## config.mk

```make
export PLATFORM = sky130hd
export DESIGN_NAME = multi_slot_request_server_core
export DESIGN_NICKNAME = d
export VERILOG_FILES = /design/src/rtl/msrs_pkg.sv /design/src/rtl/msrs_fifo.sv /design/src/rtl/msrs_rbuf.sv /design/src/rtl/multi_slot_request_server_core.sv
export SDC_FILE = /design/constraint.sdc
export NUM_CORES = 2
export LEC_CHECK = 0
export BUFFER_PORTS_ARGS = -buffer_cell sky130_fd_sc_hd__buf_2
export CAP_MARGIN = 20
export CORE_MARGIN = 4
export CORE_UTILIZATION = 50
export CTS_BUF_LIST = sky130_fd_sc_hd__clkbuf_4
export DETAILED_ROUTE_END_ITERATION = 10
export PLACE_DENSITY_LB_ADDON = 0.3
export SYNTH_ARGS = -nofsm -noshare
export SYNTH_HDL_FRONTEND = slang
export SYNTH_SLANG_ARGS = --single-unit
```

## constraint.sdc

```tcl
create_clock -name clk_i -period 8.74 [get_ports clk_i]
set_input_delay 0.874 -clock clk_i [delete_from_list [all_inputs] [get_ports clk_i]]
set_output_delay 0.874 -clock clk_i [all_outputs]
set_load 0.02 [all_outputs]
```

## src/rtl/msrs_pkg.sv

```systemverilog
// ----------------------------------------------------------------------------
// Request server package
// Shared types and codes for the multi-slot request server.
// ----------------------------------------------------------------------------
package msrs_pkg;

  typedef enum logic [1:0] {
    OP_ARRIVE = 2'd0,
    OP_TICK   = 2'd1,
    OP_CLEAR  = 2'd2
  } op_e;

  typedef enum logic [2:0] {
    KIND_ACCEPTED  = 3'd0,
    KIND_DROPPED   = 3'd1,
    KIND_STARTED   = 3'd2,
    KIND_COMPLETED = 3'd3,
    KIND_STATUS    = 3'd4
  } kind_e;

  typedef enum logic [1:0] {
    CFG_SERVICE_TICKS = 2'd0,
    CFG_QUEUE_LIMIT   = 2'd1,
    CFG_SLOT_COUNT    = 2'd2
  } cfg_e;

  typedef enum logic [2:0] {
    ST_IDLE,
    ST_DRAIN,
    ST_FILL,
    ST_STATUS,
    ST_PRIME,
    ST_EMIT
  } state_e;

  // One buffered result before the step totals are attached.
  typedef struct packed {
    logic [31:0] wait_ticks;
    logic [15:0] tag;
    kind_e       kind;
  } res_t;

endpackage

```

## src/rtl/msrs_fifo.sv

```systemverilog
// ----------------------------------------------------------------------------
// Request queue
// Circular buffer of waiting tags and arrival times with a registered head read.
// ----------------------------------------------------------------------------
module msrs_fifo #(
  parameter int unsigned DEPTH = 16,
  localparam int unsigned IW = (DEPTH > 1) ? $clog2(DEPTH) : 1,
  localparam int unsigned CW = $clog2(DEPTH + 1)
) (
  input  logic          clk_i,
  input  logic          rst_ni,
  input  logic          clear_i,
  input  logic          push_i,
  input  logic [15:0]   push_tag_i,
  input  logic [31:0]   push_time_i,
  input  logic          pop_i,
  output logic [CW-1:0] count_o,
  output logic [15:0]   head_tag_o,
  output logic [31:0]   head_time_o
);

  logic [15:0]   tag_mem  [DEPTH];
  logic [31:0]   time_mem [DEPTH];
  logic [IW-1:0] head_q, head_d;
  logic [CW-1:0] count_q, count_d;
  logic [IW:0]   tail_sum;
  logic [IW-1:0] tail;
  logic [IW-1:0] head_inc;
  logic [15:0]   rd_tag_q;
  logic [31:0]   rd_time_q;

  always_comb begin
    tail_sum = (IW + 1)'(head_q) + (IW + 1)'(count_q);
    if (tail_sum >= (IW + 1)'(DEPTH)) begin
      tail = IW'(tail_sum - (IW + 1)'(DEPTH));
    end else begin
      tail = IW'(tail_sum);
    end
    if (head_q == IW'(DEPTH - 1)) begin
      head_inc = '0;
    end else begin
      head_inc = head_q + IW'(1);
    end
    head_d  = head_q;
    count_d = count_q;
    if (clear_i) begin
      head_d  = '0;
      count_d = '0;
    end else if (push_i) begin
      count_d = count_q + CW'(1);
    end else if (pop_i) begin
      head_d  = head_inc;
      count_d = count_q - CW'(1);
    end
  end

  always_ff @(posedge clk_i or negedge rst_ni) begin
    if (!rst_ni) begin
      head_q  <= '0;
      count_q <= '0;
    end else begin
      head_q  <= head_d;
      count_q <= count_d;
    end
  end

  always_ff @(posedge clk_i) begin
    if (push_i && !clear_i) begin
      tag_mem[tail]  <= push_tag_i;
      time_mem[tail] <= push_time_i;
    end
    rd_tag_q  <= tag_mem[head_d];
    rd_time_q <= time_mem[head_d];
  end

  assign count_o     = count_q;
  assign head_tag_o  = rd_tag_q;
  assign head_time_o = rd_time_q;

endmodule

```

## src/rtl/msrs_rbuf.sv

```systemverilog
// ----------------------------------------------------------------------------
// Result buffer
// Holds the results of one step until the step totals are known.
// ----------------------------------------------------------------------------
module msrs_rbuf #(
  parameter int unsigned DEPTH = 17,
  localparam int unsigned AW = (DEPTH > 1) ? $clog2(DEPTH) : 1
) (
  input  logic            clk_i,
  input  logic            we_i,
  input  logic [AW-1:0]   waddr_i,
  input  msrs_pkg::res_t  wdata_i,
  input  logic [AW-1:0]   raddr_i,
  output msrs_pkg::res_t  rdata_o
);

  msrs_pkg::res_t mem [DEPTH];
  msrs_pkg::res_t rdata_q;

  always_ff @(posedge clk_i) begin
    if (we_i) begin
      mem[waddr_i] <= wdata_i;
    end
    rdata_q <= mem[raddr_i];
  end

  assign rdata_o = rdata_q;

endmodule

```

## src/rtl/multi_slot_request_server_core.sv

```systemverilog
// ----------------------------------------------------------------------------
// Multi-slot request server
// Bounded request queue in front of a set of timed service slots.
// ----------------------------------------------------------------------------
// One item is worked on at a time; the input is not ready until every result
// of the current item has been loaded into the output register. An arrive or
// clear item gives one result and a tick item gives one to 2 * MAX_SLOTS + 1
// results: a single compare, decrement and subtract unit visits the slots one
// per cycle, first to retire expired requests and then to start queued ones,
// and the results are then read back from the result buffer one per cycle
// while the output is not stalled.
module multi_slot_request_server_core #(
  parameter int unsigned QUEUE_DEPTH = 16,
  parameter int unsigned MAX_SLOTS   = 8
) (
  input  logic         clk_i,
  input  logic         rst_ni,
  input  logic         cfg_we_i,
  input  logic [1:0]   cfg_addr_i,
  input  logic [15:0]  cfg_wdata_i,
  input  logic         s_axis_tvalid_i,
  output logic         s_axis_tready_o,
  input  logic [15:0]  s_axis_tdata_i,   // request_tag
  input  logic [1:0]   s_axis_tuser_i,   // operation
  output logic         m_axis_tvalid_o,
  input  logic         m_axis_tready_i,
  // tag, wait_ticks, busy_slots, queue_depth, completed_total, dropped_total
  output logic [127:0] m_axis_tdata_o,
  output logic [2:0]   m_axis_tuser_o,   // kind
  output logic         m_axis_tlast_o
);

  localparam int unsigned CW  = $clog2(QUEUE_DEPTH + 1);
  localparam int unsigned LW  = (CW > 5) ? CW : 5;
  localparam int unsigned SIW = (MAX_SLOTS > 1) ? $clog2(MAX_SLOTS) : 1;
  localparam int unsigned UW  = $clog2(MAX_SLOTS + 1);
  localparam int unsigned SCW = (UW > 4) ? UW : 4;
  localparam int unsigned RD  = 2 * MAX_SLOTS + 1;
  localparam int unsigned RW  = $clog2(RD);
  localparam int unsigned NW  = $clog2(RD + 1);

  logic [15:0] service_ticks_q;
  logic [4:0]  queue_limit_q;
  logic [3:0]  slot_count_q;

  msrs_pkg::state_e state_q, state_d;
  logic [SIW-1:0]   idx_q, idx_d;
  logic [31:0]      time_q, time_d;
  logic [31:0]      completed_q, completed_d;
  logic [31:0]      dropped_q, dropped_d;
  logic [UW-1:0]    busy_cnt_q, busy_cnt_d;
  logic [MAX_SLOTS-1:0] slot_busy_q, slot_busy_d;
  logic [15:0]      slot_tag_q [MAX_SLOTS];
  logic [15:0]      slot_tag_d [MAX_SLOTS];
  logic [15:0]      slot_rem_q [MAX_SLOTS];
  logic [15:0]      slot_rem_d [MAX_SLOTS];
  logic [NW-1:0]    wr_q, wr_d;
  logic [RW-1:0]    rd_q, rd_d;

  logic             out_valid_q, out_valid_d;
  msrs_pkg::res_t   out_res_q, out_res_d;
  logic [3:0]       out_busy_q, out_busy_d;
  logic [4:0]       out_depth_q, out_depth_d;
  logic [31:0]      out_comp_q, out_comp_d;
  logic [31:0]      out_drop_q, out_drop_d;
  logic             out_last_q, out_last_d;

  logic             rb_we;
  msrs_pkg::res_t   rb_wdata;
  msrs_pkg::res_t   rb_rdata;

  logic             q_clear, q_push, q_pop;
  logic [CW-1:0]    q_count;
  logic [15:0]      q_head_tag;
  logic [31:0]      q_head_time;

  logic [LW-1:0]    q_limit;
  logic             q_full;
  logic [SCW-1:0]   slots_used;
  logic             in_use;
  logic             last_idx;
  logic             rem_done;
  logic [15:0]      rem_dec;
  logic [31:0]      wait_calc;
  logic [15:0]      svc_ticks;
  logic             in_xfer;
  logic             rd_last;

  // Configuration registers.
  always_ff @(posedge clk_i or negedge rst_ni) begin
    if (!rst_ni) begin
      service_ticks_q <= 16'd1;
      queue_limit_q   <= 5'd16;
      slot_count_q    <= 4'd8;
    end else if (cfg_we_i) begin
      case (msrs_pkg::cfg_e'(cfg_addr_i))
        msrs_pkg::CFG_SERVICE_TICKS: service_ticks_q <= cfg_wdata_i;
        msrs_pkg::CFG_QUEUE_LIMIT:   queue_limit_q   <= cfg_wdata_i[4:0];
        msrs_pkg::CFG_SLOT_COUNT:    slot_count_q    <= cfg_wdata_i[3:0];
        default: ;
      endcase
    end
  end

  msrs_fifo #(
    .DEPTH(QUEUE_DEPTH)
  ) u_fifo (
    .clk_i      (clk_i),
    .rst_ni     (rst_ni),
    .clear_i    (q_clear),
    .push_i     (q_push),
    .push_tag_i (s_axis_tdata_i),
    .push_time_i(time_q),
    .pop_i      (q_pop),
    .count_o    (q_count),
    .head_tag_o (q_head_tag),
    .head_time_o(q_head_time)
  );

  msrs_rbuf #(
    .DEPTH(RD)
  ) u_rbuf (
    .clk_i  (clk_i),
    .we_i   (rb_we),
    .waddr_i(wr_q[RW-1:0]),
    .wdata_i(rb_wdata),
    .raddr_i(rd_d),
    .rdata_o(rb_rdata)
  );

  // Shared slot unit and limits.
  always_comb begin
    if (LW'(queue_limit_q) > LW'(QUEUE_DEPTH)) begin
      q_limit = LW'(QUEUE_DEPTH);
    end else begin
      q_limit = LW'(queue_limit_q);
    end
    q_full = LW'(q_count) >= q_limit;
    if (SCW'(slot_count_q) > SCW'(MAX_SLOTS)) begin
      slots_used = SCW'(MAX_SLOTS);
    end else begin
      slots_used = SCW'(slot_count_q);
    end
    in_use    = SCW'(idx_q) < slots_used;
    last_idx  = idx_q == SIW'(MAX_SLOTS - 1);
    rem_done  = slot_rem_q[idx_q] <= 16'd1;
    rem_dec   = slot_rem_q[idx_q] - 16'd1;
    wait_calc = time_q - q_head_time;
    svc_ticks = (service_ticks_q == 16'd0) ? 16'd1 : service_ticks_q;
    in_xfer   = s_axis_tvalid_i && (state_q == msrs_pkg::ST_IDLE);
    rd_last   = (NW'(rd_q) + NW'(1)) == wr_q;
  end

  // Sequencer.
  always_comb begin
    state_d     = state_q;
    idx_d       = idx_q;
    time_d      = time_q;
    completed_d = completed_q;
    dropped_d   = dropped_q;
    busy_cnt_d  = busy_cnt_q;
    slot_busy_d = slot_busy_q;
    slot_tag_d  = slot_tag_q;
    slot_rem_d  = slot_rem_q;
    wr_d        = wr_q;
    rd_d        = rd_q;
    out_valid_d = out_valid_q;
    out_res_d   = out_res_q;
    out_busy_d  = out_busy_q;
    out_depth_d = out_depth_q;
    out_comp_d  = out_comp_q;
    out_drop_d  = out_drop_q;
    out_last_d  = out_last_q;
    rb_we       = 1'b0;
    rb_wdata    = '0;
    q_clear     = 1'b0;
    q_push      = 1'b0;
    q_pop       = 1'b0;

    if (out_valid_q && m_axis_tready_i) begin
      out_valid_d = 1'b0;
    end

    case (state_q)
      msrs_pkg::ST_IDLE: begin
        if (in_xfer) begin
          case (msrs_pkg::op_e'(s_axis_tuser_i))
            msrs_pkg::OP_ARRIVE: begin
              rb_we        = 1'b1;
              rb_wdata.tag = s_axis_tdata_i;
              if (q_full) begin
                rb_wdata.kind = msrs_pkg::KIND_DROPPED;
                if (dropped_q != '1) begin
                  dropped_d = dropped_q + 32'd1;
                end
              end else begin
                rb_wdata.kind = msrs_pkg::KIND_ACCEPTED;
                q_push        = 1'b1;
              end
              wr_d    = wr_q + NW'(1);
              state_d = msrs_pkg::ST_PRIME;
            end
            msrs_pkg::OP_TICK: begin
              time_d  = time_q + 32'd1;
              idx_d   = '0;
              state_d = msrs_pkg::ST_DRAIN;
            end
            msrs_pkg::OP_CLEAR: begin
              q_clear       = 1'b1;
              slot_busy_d   = '0;
              busy_cnt_d    = '0;
              completed_d   = '0;
              dropped_d     = '0;
              rb_we         = 1'b1;
              rb_wdata.kind = msrs_pkg::KIND_STATUS;
              wr_d          = wr_q + NW'(1);
              state_d       = msrs_pkg::ST_PRIME;
            end
            default: ;
          endcase
        end
      end
      msrs_pkg::ST_DRAIN: begin
        if (slot_busy_q[idx_q]) begin
          if (rem_done) begin
            slot_busy_d[idx_q] = 1'b0;
            busy_cnt_d         = busy_cnt_q - UW'(1);
            if (completed_q != '1) begin
              completed_d = completed_q + 32'd1;
            end
            rb_we         = 1'b1;
            rb_wdata.kind = msrs_pkg::KIND_COMPLETED;
            rb_wdata.tag  = slot_tag_q[idx_q];
            wr_d          = wr_q + NW'(1);
          end else begin
            slot_rem_d[idx_q] = rem_dec;
          end
        end
        if (last_idx) begin
          idx_d   = '0;
          state_d = msrs_pkg::ST_FILL;
        end else begin
          idx_d = idx_q + SIW'(1);
        end
      end
      msrs_pkg::ST_FILL: begin
        if (in_use && !slot_busy_q[idx_q] && (q_count != '0)) begin
          q_pop               = 1'b1;
          slot_busy_d[idx_q]  = 1'b1;
          slot_tag_d[idx_q]   = q_head_tag;
          slot_rem_d[idx_q]   = svc_ticks;
          busy_cnt_d          = busy_cnt_q + UW'(1);
          rb_we               = 1'b1;
          rb_wdata.kind       = msrs_pkg::KIND_STARTED;
          rb_wdata.tag        = q_head_tag;
          rb_wdata.wait_ticks = wait_calc;
          wr_d                = wr_q + NW'(1);
        end
        if (last_idx) begin
          state_d = msrs_pkg::ST_STATUS;
        end else begin
          idx_d = idx_q + SIW'(1);
        end
      end
      msrs_pkg::ST_STATUS: begin
        rb_we         = 1'b1;
        rb_wdata.kind = msrs_pkg::KIND_STATUS;
        wr_d          = wr_q + NW'(1);
        state_d       = msrs_pkg::ST_PRIME;
      end
      msrs_pkg::ST_PRIME: begin
        state_d = msrs_pkg::ST_EMIT;
      end
      msrs_pkg::ST_EMIT: begin
        if (!out_valid_q || m_axis_tready_i) begin
          out_valid_d = 1'b1;
          out_res_d   = rb_rdata;
          out_busy_d  = 4'(busy_cnt_q);
          out_depth_d = 5'(q_count);
          out_comp_d  = completed_q;
          out_drop_d  = dropped_q;
          out_last_d  = rd_last;
          if (rd_last) begin
            rd_d    = '0;
            wr_d    = '0;
            state_d = msrs_pkg::ST_IDLE;
          end else begin
            rd_d = rd_q + RW'(1);
          end
        end
      end
      default: begin
        state_d = msrs_pkg::ST_IDLE;
      end
    endcase
  end

  always_ff @(posedge clk_i or negedge rst_ni) begin
    if (!rst_ni) begin
      state_q     <= msrs_pkg::ST_IDLE;
      idx_q       <= '0;
      time_q      <= '0;
      completed_q <= '0;
      dropped_q   <= '0;
      busy_cnt_q  <= '0;
      slot_busy_q <= '0;
      wr_q        <= '0;
      rd_q        <= '0;
      out_valid_q <= 1'b0;
    end else begin
      state_q     <= state_d;
      idx_q       <= idx_d;
      time_q      <= time_d;
      completed_q <= completed_d;
      dropped_q   <= dropped_d;
      busy_cnt_q  <= busy_cnt_d;
      slot_busy_q <= slot_busy_d;
      wr_q        <= wr_d;
      rd_q        <= rd_d;
      out_valid_q <= out_valid_d;
    end
  end

  always_ff @(posedge clk_i) begin
    slot_tag_q  <= slot_tag_d;
    slot_rem_q  <= slot_rem_d;
    out_res_q   <= out_res_d;
    out_busy_q  <= out_busy_d;
    out_depth_q <= out_depth_d;
    out_comp_q  <= out_comp_d;
    out_drop_q  <= out_drop_d;
    out_last_q  <= out_last_d;
  end

  assign s_axis_tready_o = state_q == msrs_pkg::ST_IDLE;
  assign m_axis_tvalid_o = out_valid_q;
  assign m_axis_tuser_o  = out_res_q.kind;
  assign m_axis_tlast_o  = out_last_q;
  assign m_axis_tdata_o  = {7'd0, out_drop_q, out_comp_q, out_depth_q, out_busy_q,
                            out_res_q.wait_ticks, out_res_q.tag};

endmodule

```

==> qor.csv <==
stage,metric,value,unit
yosys,register area share after synthesis,74.72,%
yosys,Syn Area/Cell,14.99,um2
yosys,predominant post-synthesis flop cell,edfxtp_1,
setup_path,R2R cell count,12,
detailed_routing,DRC viols,0,
setup_path,cell-by-cell trace of the critical path,buf_4 -> mux4_2 -> mux2i_4 -> nand3_2 -> nor4_4 -> nand3_2 -> or3_1 -> buf_4 -> o2111ai_2 -> nand3b_1 -> nor2_4 -> buf_4,
layout,Filler cells,13700,
layout,fin util,57.23,%
die,Die Width,429.9,um
setup_path,Worst setup EP type,flip-flop,
detailed_routing,routed len/inst,24.61,um
global_routing,first-pass GRT wire length,339.1,mm
global_routing,largest net degree at the start of global routing,153,
die,Core Box Area,176500,um2
global_routing,grt total ovfl,0,
detailed_routing,routed vias,54670,
setup_path,Crit-path slowest cell,nor2_4,
global_routing,vias in the first global route,54200,
cts,"Reg clk slew, reported paths",70,ps
die,Starting Density,50.43,%
global_routing,initial antenna violation count,12,
sta,setup_tns,0,ps
sta,relative slew slack,19.58,%
power,combinational power share,24.2,%
setup_path,critical path required time,9630,ps
setup_path,crit-path max FO,45,
sta,fin crit period,6265,ps
cts,TritonCTS clock tree,done,
power,PwrDens,289.2,nW/um2
die,boundary pin count,175,
power,clock power share,30.9,%
power,LEAKAGE,34.58,nW
detailed_routing,total wire length,229.4,mm
cts,CTS sink count,2274,
sta,RSZ-0062 raised after global routing,no,
yosys,Synth top area share,68.01,%
hold_path,worst hold-check path type,input port to flip-flop,
detailed_routing,vias per inst,5.865,
layout,share of cells above drive strength 1,19.66,%
setup_path,Worst R2R Setup Slack,2470,ps
setup_path,FF-to-FF End,u_rbuf.mem[15][12],
yosys,cell count after synthesis,5936,
detailed_routing,First DRT Iteration DRCs,5960,
hold_path,Hold Startpoint,cfg_wdata_i[5],
run_status,status,"finished, final reports clean",
hold_path,WHS Endpoint,service_ticks_q[5],
global_routing,global-route usage over all layers,24.32,%
setup_path,Worst path max stage delay,910,ps
setup_path,Crit path arrival time,7160,ps
sta,Tcrit/Tclk final,71.68,%
setup_path,most frequent CP cell,buf_4,
yosys,synthesized flop and latch total,2274,
layout,fin nets,6659,
die,die area,184800,um2
setup_path,critical path class,flip-flop to flip-flop,
cts,post_cts resized,0,
power,Net Sw Frac,32.80,%
yosys,Async SR Flop Fraction,6.992,%
sta,Slew @ Worst Pin,1206,ps
cts,CTS buffer count,582,
sta,Max Clk Rate,159.6,MHz
sta,Final setup viols,0,
place,routability cong.,0.8312,
die,die span in y,429.9,um
yosys,Synth Cell Area,89010,um2
sta,Fin. Hold Viols,0,
power,Sequential Power Share,44.9,%
cts,clk root buf,clkbuf_4,
sta,Worst Skew,134.4,ps
place,Post-DP HPWL,124.9,mm
yosys,cell taking the most area after synthesis,edfxtp_1,
sta,Final Max Tran Viols,0,
layout,synth-to-layout area growth,13.48,%
yosys,yosys synthesis warning count,0,
hold_path,worst hold path stage count,3,
setup_path,worst r2r src,idx_q[1],
place,IO buf count,167,
yosys,"EDFF count, synth",2016,
power,Pint,19.63,mW
yosys,Yosys cell types,79,
cts,clk_lat worst skew,1380,ps
cts,H-tree levels,6,
flow_run,max-cap violation count,0,
setup_path,CP startpoint kind,flip-flop,
die,Core Rows,154,
detailed_routing,post-route ant nets,0,
yosys,synth top area cells,"edfxtp_1 (68%), mux2i_1 (4.9%), dfrtp_1 (4.4%), nor2_1 (3.0%), a32oi_1 (2.4%)",
power,P_sw,9.580,mW
cts,CTS max path bufs,4,
power,worst vdd ir,0.0004080,V
detailed_routing,drt pass-1 iters,6,
-- metal layers --
layer / track usage (%) / wire, um / vias up
met5: 0 / 13 / -
met4: 9.907 / 7681 / 2
met3: 4.545 / 19590 / 396
met2: 39.61 / 111700 / 2657
met1: 32.50 / 90410 / 27360
li1: - / - / 24260
-- critical path: cells and delay by family (launching register included) --
family	cells	cell delay [ps]
compound gates	1	180
mux	2	840
simple gates	6	2610
flops	1	780
buf+inv	3	1370
-- flip-flops by register name, indices dropped and copies added (netlist names), 48 cells and up --
signal           cells
u_rbuf.mem         867
slot_tag_q         128
m_axis_tdata_o      48
u_fifo.time_mem    512
u_fifo.tag_mem     256
u_rbuf.rdata_o      51
slot_rem_q         128
-- cell families after synthesis --
family                     Yosys count  synth area share (%)
DFF                               2274                 74.72
and+or+nand+nor                   1654                 8.228
AOI/OAI and AO/OA                  911                 6.958
muxes                              495                 5.983
buffers and inverters              403                 1.860
xor gates and xnor gates           134                 1.319
adders and majority gates           64                0.9334
other                                1              0.004213
-- metrics by stage --
step,cells,total power [mW],worst slack [ps],hold WS (ps),cell area (um2)
after floorplan,5942,17.88,1827,385.5,89030
after global placement,8250,20.27,2625,388.4,92940
after detailed placement,8257,20.34,2566,388.7,93060
after CTS,9309,29.38,2508,149.0,100900
after global routing,9320,30.55,2105,238.5,101000
final,9322,29.21,2475,330.1,101000
-- cell usage after synthesis, types with 9 or more instances --
library cell     n
a211oi_1         9
a21o_1          21
a21oi_1         68
a22oi_1        115
a32oi_1        244
and2_1          14
and3_1          34
and4_1          55
buf_1           18
buf_2           54
buf_4           10
clkbuf_1       241
dfrtp_1        156
dfxtp_1         99
edfxtp_1      2016
ha_1            60
inv_1           72
mux2_2          36
mux2i_1        433
mux4_2          25
nand2_1        526
nand2b_1        22
nand3_1         55
nand3b_1        11
nand4_1         87
nor2_1         717
nor2b_1         14
nor3_1          54
nor4_1          26
o21a_1          10
o21ai_0        313
o21ai_1         14
o221ai_1        13
o22ai_1         41
or3_1           16
xnor2_1         91
xor2_1          43
-- cell usage in the layout, fill, tap and decap left out, types with 15 or more instances in the layout --
master / count
nand2_1: 523
nor4_1: 26
nor2_1: 676
mux2_2: 36
xor2_1: 43
nand2b_1: 21
edfxtp_1: 2016
dfrtp_1: 154
xnor2_1: 91
and3_1: 34
o22ai_1: 41
nor3_1: 45
buf_2: 166
buf_4: 124
o21ai_0: 301
dfxtp_1: 99
a22oi_1: 115
dlygate4sd3_1: 49
ha_1: 60
a21oi_1: 66
nor2_4: 32
clkinv_1: 99
inv_1: 71
clkbuf_4: 869
a32oi_1: 244
nand4_1: 87
mux2i_1: 431
or3_1: 16
a21o_1: 21
nand3_1: 54
inv_2: 15
o21ai_1: 22
mux4_2: 25
and4_1: 55
-- power by group through the flow --
stage | clock, mW | combinational [mW] | sequential (mW)
floorplan | 0 | 4.37 | 13.5
CTS | 9.22 | 7.06 | 13.1
global placement | 0 | 6.95 | 13.3
finish | 9.03 | 7.07 | 13.1
detailed placement | 0 | 7.01 | 13.3
global route | 9.84 | 7.54 | 13.2
-- cell type report --
cell class / count / area (um2) / area share, %
timing repair buffer: 356 / 2597 / 2.572
inverter: 75 / 301.5 / 0.2985
clock buffer: 869 / 6524 / 6.459
tap: 2340 / 2928 / 2.899
antenna: 10 / 25.02 / 0.02477
sequential: 2274 / 66510 / 65.85
clock inverter: 133 / 832.0 / 0.8238
multi-input combinational: 3265 / 21290 / 21.08
-- repair_timing --
action | CTS | global route
setup buffers | 0 | 0
hold buffers | 50 | 0
endpoints found under the setup margin | 0 | 0
hold endpoints to repair | 339 | 0
-- worst max path at each step --
stage	depth (start not counted)	endpoint	startpoint	slack, ps
after floorplan	15	u_rbuf.mem[16][0]	idx_q[2]	1830
after global placement	12	u_rbuf.mem[15][28]	idx_q[1]	2630
after detailed placement	12	u_rbuf.mem[15][24]	idx_q[1]	2570
after CTS	12	u_rbuf.mem[15][12]	idx_q[1]	2510
after global routing	12	u_rbuf.mem[15][12]	idx_q[1]	2100
final	12	u_rbuf.mem[15][12]	idx_q[1]	2470
(Power assumes the default switching activity.)
